File: config.mk
export PLATFORM = sky130hd
export DESIGN_NAME = ksv_front_flat
export DESIGN_NICKNAME = d
export VERILOG_FILES = /design/src/hdl/ksv_pkg.sv /design/src/hdl/ksv_if.sv /design/src/hdl/ksv_front.sv /design/src/flat_wrapper.sv
export SDC_FILE = /design/constraint.sdc
export NUM_CORES = 1
export LEC_CHECK = 0
export BUFFER_PORTS_ARGS = -buffer_cell sky130_fd_sc_hd__buf_2
export CAP_MARGIN = 40
export CORE_ASPECT_RATIO = 0.75
export CORE_MARGIN = 10
export CORE_UTILIZATION = 30
export CTS_CLUSTER_DIAMETER = 150
export DETAILED_ROUTE_END_ITERATION = 10
export SYNTH_ARGS = -nofsm -noshare
export SYNTH_HDL_FRONTEND = slang
export SYNTH_SLANG_ARGS = --single-unit
File: constraint.sdc
create_clock -name clk -period 5.1 [get_ports clk]
set_input_delay 0.51 -clock clk [delete_from_list [all_inputs] [get_ports clk]]
set_output_delay 0.51 -clock clk [all_outputs]
set_load 0.05 [all_outputs]
File: src/hdl/ksv_pkg.sv
`default_nettype none
package ksv_pkg;

  // Table geometry
  localparam int MAX_KEYS = 64;
  localparam int KEY_AW   = $clog2(MAX_KEYS);
  localparam int KC_W     = 7;
  localparam int NK_W     = $clog2(MAX_KEYS + 1);
  localparam int N_W      = (KC_W > NK_W) ? KC_W : NK_W;

  // Arithmetic widths
  localparam int VAL_W    = 32;
  localparam int NUM_W    = 48;
  localparam int PROD_W   = 80;
  localparam int CNT_W    = $clog2(NUM_W);

  localparam logic [VAL_W-1:0] ONE_Q   = 32'h0001_0000;
  localparam logic [VAL_W-1:0] MAX_VAL = 32'h7FFF_FFFF;
  localparam logic [VAL_W-1:0] MIN_VAL = 32'h8000_0000;

  localparam logic CMD_LOAD   = 1'b0;
  localparam logic CMD_SAMPLE = 1'b1;

  typedef enum logic [1:0] {
    REG_KEY_COUNT    = 2'd0,
    REG_STEP_MODE    = 2'd1,
    REG_DEFAULT_KIND = 2'd2
  } ksv_reg_t;

  typedef enum logic [3:0] {
    BK_IDLE, BK_SCAN, BK_RD0, BK_RD1, BK_RD2, BK_DIV, BK_MSET, BK_MUL, BK_FIN
  } ksv_state_t;

  // Classified command as held in the queue
  typedef struct packed {
    logic              is_sample;
    logic [5:0]        slot;
    logic [VAL_W-1:0]  tm;
    logic [VAL_W-1:0]  x;
    logic [VAL_W-1:0]  y;
    logic [VAL_W-1:0]  z;
  } ksv_cmd_t;

  typedef struct packed {
    logic [KC_W-1:0] key_count;
    logic            step_mode;
    logic            default_kind;
  } ksv_cfg_t;

  typedef struct packed {
    logic [VAL_W-1:0] x;
    logic [VAL_W-1:0] y;
    logic [VAL_W-1:0] z;
    logic [5:0]       seg;
    logic             sat;
  } ksv_res_t;

endpackage
`default_nettype wire

File: src/hdl/ksv_if.sv
`default_nettype none
interface ksv_in_if;
  logic        valid;
  logic        ready;
  logic        command;
  logic [5:0]  key_slot;
  logic [31:0] key_time;
  logic [31:0] key_x;
  logic [31:0] key_y;
  logic [31:0] key_z;
  logic [31:0] sample_time;

  modport source (output valid, command, key_slot, key_time, key_x, key_y, key_z,
                  sample_time, input ready);
  modport sink   (input valid, command, key_slot, key_time, key_x, key_y, key_z,
                  sample_time, output ready);
endinterface

`default_nettype wire

File: src/hdl/ksv_front.sv
`default_nettype none
module ksv_front
  import ksv_pkg::*;
(
  input  wire logic     clk,
  input  wire logic     rst_n,
  ksv_in_if.sink        in_if,
  output ksv_cmd_t      q_cmd,
  output logic          q_vld,
  input  wire logic     q_pop
);

  ksv_cmd_t    q_mem [2];
  logic        wp_r, rp_r;
  logic [1:0]  cnt_r;
  ksv_cmd_t    cls;
  logic        push;

  // Classify: a sample carries its sample time in the shared time slot
  always_comb begin
    cls.is_sample = (in_if.command == CMD_SAMPLE);
    cls.slot      = in_if.key_slot;
    cls.tm        = (in_if.command == CMD_SAMPLE) ? in_if.sample_time : in_if.key_time;
    cls.x         = in_if.key_x;
    cls.y         = in_if.key_y;
    cls.z         = in_if.key_z;
  end

  assign in_if.ready = (cnt_r != 2'd2);
  assign push        = in_if.valid && in_if.ready;
  assign q_vld       = (cnt_r != 2'd0);
  assign q_cmd       = q_mem[rp_r];

  // Queue storage
  always_ff @(posedge clk) begin
    if (push) begin
      q_mem[wp_r] <= cls;
    end
  end

  // Queue pointers
  always_ff @(posedge clk) begin
    if (!rst_n) begin
      wp_r  <= 1'b0;
      rp_r  <= 1'b0;
      cnt_r <= 2'd0;
    end else begin
      if (push) begin
        wp_r <= ~wp_r;
      end
      if (q_pop) begin
        rp_r <= ~rp_r;
      end
      cnt_r <= cnt_r + {1'b0, push} - {1'b0, q_pop};
    end
  end

endmodule
`default_nettype wire

File: src/flat_wrapper.sv
// flat-port wrapper written by rule: the top's interface ports become plain ports
module ksv_front_flat import ksv_pkg::*;
  (clk, rst_n, q_cmd, q_vld, q_pop, in_if_valid, in_if_command, in_if_key_slot, in_if_key_time, in_if_key_x, in_if_key_y, in_if_key_z, in_if_sample_time, in_if_ready);
  ksv_in_if in_if_i ();
  input  wire logic clk;
  input  wire logic rst_n;
  output ksv_cmd_t q_cmd;
  output logic q_vld;
  input  wire logic q_pop;
  input wire logic [$bits(in_if_i.valid)-1:0] in_if_valid;
  input wire logic [$bits(in_if_i.command)-1:0] in_if_command;
  input wire logic [$bits(in_if_i.key_slot)-1:0] in_if_key_slot;
  input wire logic [$bits(in_if_i.key_time)-1:0] in_if_key_time;
  input wire logic [$bits(in_if_i.key_x)-1:0] in_if_key_x;
  input wire logic [$bits(in_if_i.key_y)-1:0] in_if_key_y;
  input wire logic [$bits(in_if_i.key_z)-1:0] in_if_key_z;
  input wire logic [$bits(in_if_i.sample_time)-1:0] in_if_sample_time;
  output wire logic [$bits(in_if_i.ready)-1:0] in_if_ready;
  assign in_if_i.valid = in_if_valid;
  assign in_if_i.command = in_if_command;
  assign in_if_i.key_slot = in_if_key_slot;
  assign in_if_i.key_time = in_if_key_time;
  assign in_if_i.key_x = in_if_key_x;
  assign in_if_i.key_y = in_if_key_y;
  assign in_if_i.key_z = in_if_key_z;
  assign in_if_i.sample_time = in_if_sample_time;
  assign in_if_ready = in_if_i.ready;
  ksv_front u_core (.clk(clk), .rst_n(rst_n), .in_if(in_if_i), .q_cmd(q_cmd), .q_vld(q_vld), .q_pop(q_pop));
endmodule
==> metrics.md, run 1 <==
| Metric | Value |
|---|---|
| Final period utilization | `58.2%` |
| Number of diodes | `0` |
| Synth Instances | `482` |
| Largest net degree at the start of global routing | `136` |
| Clock H-tree levels | `1` |
| Initial detailed-routing violation count | `243` |
| Worst skew pair latency | `540 ps` |
| Syn Std Cell Area | `10600 sq um` |
| CTS Buffer Depth | `3` |
| CTS tree | `done` |
| First-pass GRT wire length | `35900 um` |
| Crit path max-delay family | `buffers and inverters` |
| DR pass1 iterations | `6` |
| Clock power share | `34.3%` |
| CTS Buf Count | `28` |
| Critical Path Max Stage Delay | `440 ps` |
| Fin area | `13600 sq um` |
| Clock Skew | `7.84 ps` |
| DP Area | `12600 sq um` |
| Hold Vio Cnt, Final | `0` |
| Switching component of the power | `1.68 mW` |
| Max_slew headroom | `13.7%` |
| Cts hold-fix bufs | `0` |
| Initial antenna violation count | `0` |
| Maximum clock frequency | `0.337 GHz` |
| EDFF count, synth | `270` |
| Pwr dens | `439 nW/um^2` |
| WP buf/inv | `2` |
| Worst endpoint data arrival time | `2460 ps` |
| CP Max Fanout | `135` |
| Register area share after synthesis | `77.7%` |
| Post-synth ARST share | `0%` |
| GP Congestion | `0.700` |
| Tightest Hold Check Type | `in2reg` |
| Yosys reg bits | `275` |
| Leakage | `5.14 nW` |
| Core Area | `34700 sq um` |
| Die width | `237 um` |
| Via count | `5443` |
| Synth Flop Type | `edfxtp_1` |
| Top-level port count | `308` |
| Crit Path Class | `reg2out` |
| Proportion of layout cells with a drive suffix above 1 | `63.6%` |
| Cell variety after synth | `24` |
| Fin. max-slew vios | `0` |
| Post-CTS Setup Bufs | `0` |
| Post_cts resized | `0` |
| Outcome | `complete, no violations` |
| CP Capture Type | `output port` |
| Yosys warning count | `0` |
| Die height | `183 um` |
| Grt ovf | `0` |
| Global-route usage over all layers | `10.4%` |
| Via/cell ratio | `4.25` |
| Synth area leader | `edfxtp_1` |
| Seq pwr share | `45.9%` |
| ANT nets after route | `0` |
| Drt total wl | `23600 um` |
| Syn_nets | `654` |
| Post-route setup TNS | `0 ps` |
| Max-cap violations | `0` |
| Synth Area per Inst | `21.9 sq um` |
| Post-route DRC | `0` |
| Most frequent cells in the layout | `buf_2 (307), edfxtp_1 (270), mux2_2 (115), mux2_4 (50), clkbuf_16 (29)` |
| Unrepaired setup endpoints after global routing | `false` |
| Initial Util | `30.5%` |
| NumNets Final | `977` |
| PortBufs | `307` |
| Fill cell count | `3245` |
| # clock sinks | `275` |
| Maximum vdd drop | `0.332 mV` |
| Area growth, synth to finish | `28.3%` |
| Top cells by area, synth | `edfxtp_1 (77%), mux2_2 (12%), mux2_4 (7.1%), dfxtp_1 (0.95%), buf_6 (0.75%)` |
| Routed wire length per instance | `18.4 um` |
| Cell Rows | `59` |
| CP startpoint kind | `register` |
| Full die area | `43200 sq um` |
| Crit path time final | `2970 ps` |
| Most common cell after layout, fill and taps aside | `buf_2` |
| Int Pwr | `4.27 mW` |
| DP HPWL | `16200 um` |
| Crit path max-delay cell type | `mux2_2` |
| Worst-margin pin slew | `1290 ps` |
| Required time worst endpoint | `4590 ps` |
| Clock Tree Root | `clkbuf_16` |
| Yosys top cell area share | `76.7%` |
| Final setup viols | `0` |
| CP Cell Sequence | `buf_12, mux2_2, buf_2` |
| Clk pin slew, worst setup/hold paths | `60 ps` |
| Comb power frac | `19.8%` |
| Switching Fraction | `28.3%` |
| Vias in the first global route | `6023` |
==> through the flow <==
step                worst slack [ps]  power [mW]  util (%)  cells  hold slack (ps)
finish                          2130        5.95      39.1   1282              151
global route                    2200        6.20      39.1   1282              119
CTS                             2260        6.05      39.1   1282              117
detailed placement              2670        3.98      36.4   1232              572
global placement                2670        3.96      36.3   1231              557
floorplan                        473        3.68         -    482              529
==> layout make-up <==
cell class	count	area (sq um)	share of cell area, %
Clock inverter	9	98.8	0.729
Timing Repair Buffer	312	1620	11.9
Clock buffer	41	831	6.13
Sequential cell	275	8210	60.6
Tap cell	457	572	4.22
Inverter	2	12.5	0.0923
Multi-Input combinational cell	186	2210	16.3
==> path summary, 6_finish.rpt <==
kind	cells after the start	slack [ps]	end	startpoint
setup / recovery	3	2130	q_cmd[79]	register
hold / removal	1	150	u_core.q_mem[0][15]	in_if_key_z[15]
setup reg to reg	4	2790	u_core.q_mem[0][59]	u_core.cnt_r[0]
hold reg to reg	2	580	register	u_core.rp_r
==> power groups by stage <==
stage	Clock (mW)	Sequential, mW	Combinational (mW)
6_report	2.04	2.73	1.18
5_1_grt	2.21	2.74	1.24
3_5_place_dp	0	2.78	1.20
2_1_floorplan	0	2.79	0.889
4_1_cts	2.12	2.73	1.20
3_3_place_gp	0	2.77	1.19
==> registers in the layout, indices dropped and copies added, names as in the netlist, named ones only <==
signal,flops
u_core.q_mem,270
u_core.rp_r,1
u_core.wp_r,1
u_core.cnt_r,2
==> kinds of logic (layout without fill, tap and decap cells) <==
kind of cell             count (synthesis)  in the layout  share of synthesized area, %
buffers and inverters                   21            364                          1.44
XOR/XNOR                                 1              1                        0.0829
AO/OA/AOI/OAI                            4              4                         0.284
flip-flops                             275            275                          77.7
adder cells (fa/ha/maj)                  1              1                         0.118
AND/OR/NAND/NOR                         11             11                         0.616
multiplexers                           169            169                          19.8
==> layer usage <==
metal	track usage [%]	wire (um)
met5	0	0
met4	2.62	413
met3	3.42	1640
met2	17.5	11600
met1	12.7	9980
==> cell usage after synthesis, types with 2 or more instances <==
cell type and number:
mux2_1 2, buf_2 8, mux2_2 115, mux2_4 50
edfxtp_1 270, buf_6 7, mux2i_1 2, buf_4 3
inv_1 2, nand2b_1 2, nand2_1 2, dfxtp_1 5
and3_1 2, and2_1 2
(Power assumes the default switching activity.)
==> run 2: changes to the inputs <==
Clock period 5.1 ns to 2.5 ns, I/O delays scaled along.
==> run 2 against run 1 <==
Utilization grew 3.3 points; final cell count is 9.1% higher; sequential power grew 100%; power up 110%; largest cell class unchanged; routed wire length grew 8.6%; clock skew decreased by 0.69 ps; combinational power rose by 120%; register-to-register slack got worse by 2000 ps; first-iteration DRC count is 16% higher; cell area increased by 8.4%; die area unchanged; clock-buffer cell count is 5 lower.
==> metrics.md, run 2 (same netlist as run 1, synthesis figures left out) <==
| Metric | Value |
|---|---|
| Core Util, Final | `42.4% (+3.3 points)` |
| Initial detailed-routing violation count | `283 (+16%)` |
| Clock H-tree levels | `1 (unchanged)` |
| Unrepaired setup endpoints after global routing | `false` |
| Worst skew pair latency | `540 ps (about the same)` |
| Max_slew headroom | `47.7% (+34 points)` |
| Cell Rows | `59 (unchanged)` |
| Tightest Hold Check Type | `in2reg` |
| CP Capture Type | `output port` |
| CP Cell Sequence | `buf_12, mux2_2, buf_2` |
| Final setup viols | `0 (unchanged)` |
| ANT nets after route | `0 (unchanged)` |
| Via count | `5906 (+8.5%)` |
| CP Max Fanout | `72 (-47%)` |
| Hold Vio Cnt, Final | `0 (unchanged)` |
| CTS Buffer Depth | `3 (unchanged)` |
| Pwr dens | `833 nW/um^2 (+90%)` |
| Leakage | `5.63 nW (+9.5%)` |
| Max-cap violations | `0 (unchanged)` |
| CTS Buf Count | `28 (unchanged)` |
| Crit path max-delay cell type | `mux2_2` |
| PortBufs | `307 (unchanged)` |
| Fill cell count | `3105 (-4.3%)` |
| DP HPWL | `17200 um (+6.2%)` |
| Post-CTS Setup Bufs | `0 (unchanged)` |
| Max reg flops | `270 (unchanged)` |
| Crit path time final | `2270 ps` |
| Proportion of layout cells with a drive suffix above 1 | `57.1% (-6.5 points)` |
| Vias in the first global route | `6454 (+7.2%)` |
| Number of diodes | `0 (unchanged)` |
| Post-route DRC | `0 (unchanged)` |
| Top-level port count | `308 (unchanged)` |
| Die height | `183 um (unchanged)` |
| Crit Path Class | `reg2out` |
| Grt ovf | `0 (unchanged)` |
| Worst-margin pin slew | `785 ps (-510 ps)` |
| NumNets Final | `1092 (+12%)` |
| Required time worst endpoint | `2250 ps (-2340 ps)` |
| Top flop regs | `u_core.q_mem (270), u_core.cnt_r (2)` |
| Outcome | `complete, no violations` |
| Initial Util | `30.5% (unchanged)` |
| Clk pin slew, worst setup/hold paths | `60 ps (about the same)` |
| Final period utilization | `90.9%` |
| Biggest register | `u_core.q_mem` |
| GP Congestion | `0.682 (-2.6%)` |
| Largest net degree at the start of global routing | `95 (-30%)` |
| CTS tree | `done` |
| Worst endpoint data arrival time | `2020 ps (-440 ps)` |
| Final critical-path setup slack | `227 ps (-1910 ps)` |
| Die width | `237 um (unchanged)` |
| Core Area | `34700 sq um (unchanged)` |
| Clock Tree Root | `clkbuf_16` |
| DR pass1 iterations | `4 (-2)` |
| Critical Path Max Stage Delay | `410 ps (-30 ps)` |
| Via/cell ratio | `4.22 (-0.57%)` |
| Fin. max-slew vios | `0 (unchanged)` |
| First-pass GRT wire length | `38500 um (+7.2%)` |
| Most frequent cells in the layout | `buf_2 (307), edfxtp_1 (270), mux2_2 (115), dlygate4sd3_1 (107), mux2_4 (50)` |
| Global-route usage over all layers | `11.2% (+0.80 points)` |
| Maximum vdd drop | `0.541 mV (+63%)` |
| Clock Skew | `7.15 ps (-0.692 ps)` |
| # clock sinks | `275 (unchanged)` |
| Post_cts resized | `0 (unchanged)` |
| Routed wire length per instance | `18.3 um (-0.47%)` |
| Initial antenna violation count | `2 (+2)` |
| Area growth, synth to finish | `39.1%` |
| CP startpoint kind | `register` |
| Pre-CTS WS | `769 ps (-1900 ps)` |
| Full die area | `43200 sq um (unchanged)` |
| Maximum clock frequency | `0.440 GHz` |
| Most common cell after layout, fill and taps aside | `buf_2` |
| Drt total wl | `25700 um (+8.6%)` |
## run 2: cell types whose count changed in the layout (fill, tap and decap cells not counted), moves of 3 or more
cell,previous run,this run
clkbuf_8,6,3
clkinv_2,4,8
buf_4,2,8
buf_12,2,5
dlygate4sd3_1,0,107
## run 2: final cells by class
type,instances,area (sq um),share of cell area (%)
clock inverters,16,134,0.911
clock buffers,36,782,5.32
inverters,2,11.3,0.0766
repair buffers,427,2770,18.8
flip-flops and latches,275,8210,55.9
well taps,457,572,3.89
multi-input cells,186,2220,15.1
## run 2: worst paths after layout
check	cells past startpoint	endpoint	start	slack, ps
hold / removal	2	u_core.q_mem[0][97]	in_if_sample_time[1]	30
hold reg to reg	2	register	u_core.rp_r	580
setup reg to reg	3	u_core.q_mem[1][22]	u_core.cnt_r[0]	800
setup / recovery	3	q_cmd[134]	register	230
## run 2: metal layers
| layer | GRT usage [%] | wire length, um |
|---|---|---|
| met1 | 13.4 | 10800 |
| met2 | 19.2 | 12600 |
| met3 | 3.66 | 1640 |
| met4 | 2.80 | 620 |
| met5 | 0 | 0 |
## run 2: critical path: cells and delay by family, from the launching register on
family                 cells  cell delay, ps
muxes                      1             410
DFF                        1             370
buffers and inverters      2             550
## run 2: what timing repair did
item                                    CTS  global route
hold endpoints to repair                210             1
hold buffers                            104             3
endpoints found under the setup margin    0             0
## run 2: where the power goes
part	leakage [nW]	total [mW]	internal [mW]	switching, mW
clock	0.448	4.10	2.41	1.69
sequential	2.56	5.58	5.50	0.0823
combinational	2.63	2.57	0.833	1.74
## run 2: stage by stage
stage | area (sq um) | setup TNS, ps | total power, mW | std cells | hold slack [ps]
after CTS | 14700 | 0 | 12.4 | 1396 | 0.804
after floorplan | 10600 | -112220 | 7.49 | 482 | 349
after global placement | 12700 | 0 | 8.12 | 1240 | 437
final | 14700 | 0 | 12.2 | 1399 | 28.3
after detailed placement | 12700 | 0 | 8.15 | 1240 | 441
after global routing | 14700 | 0 | 12.7 | 1399 | 5.59
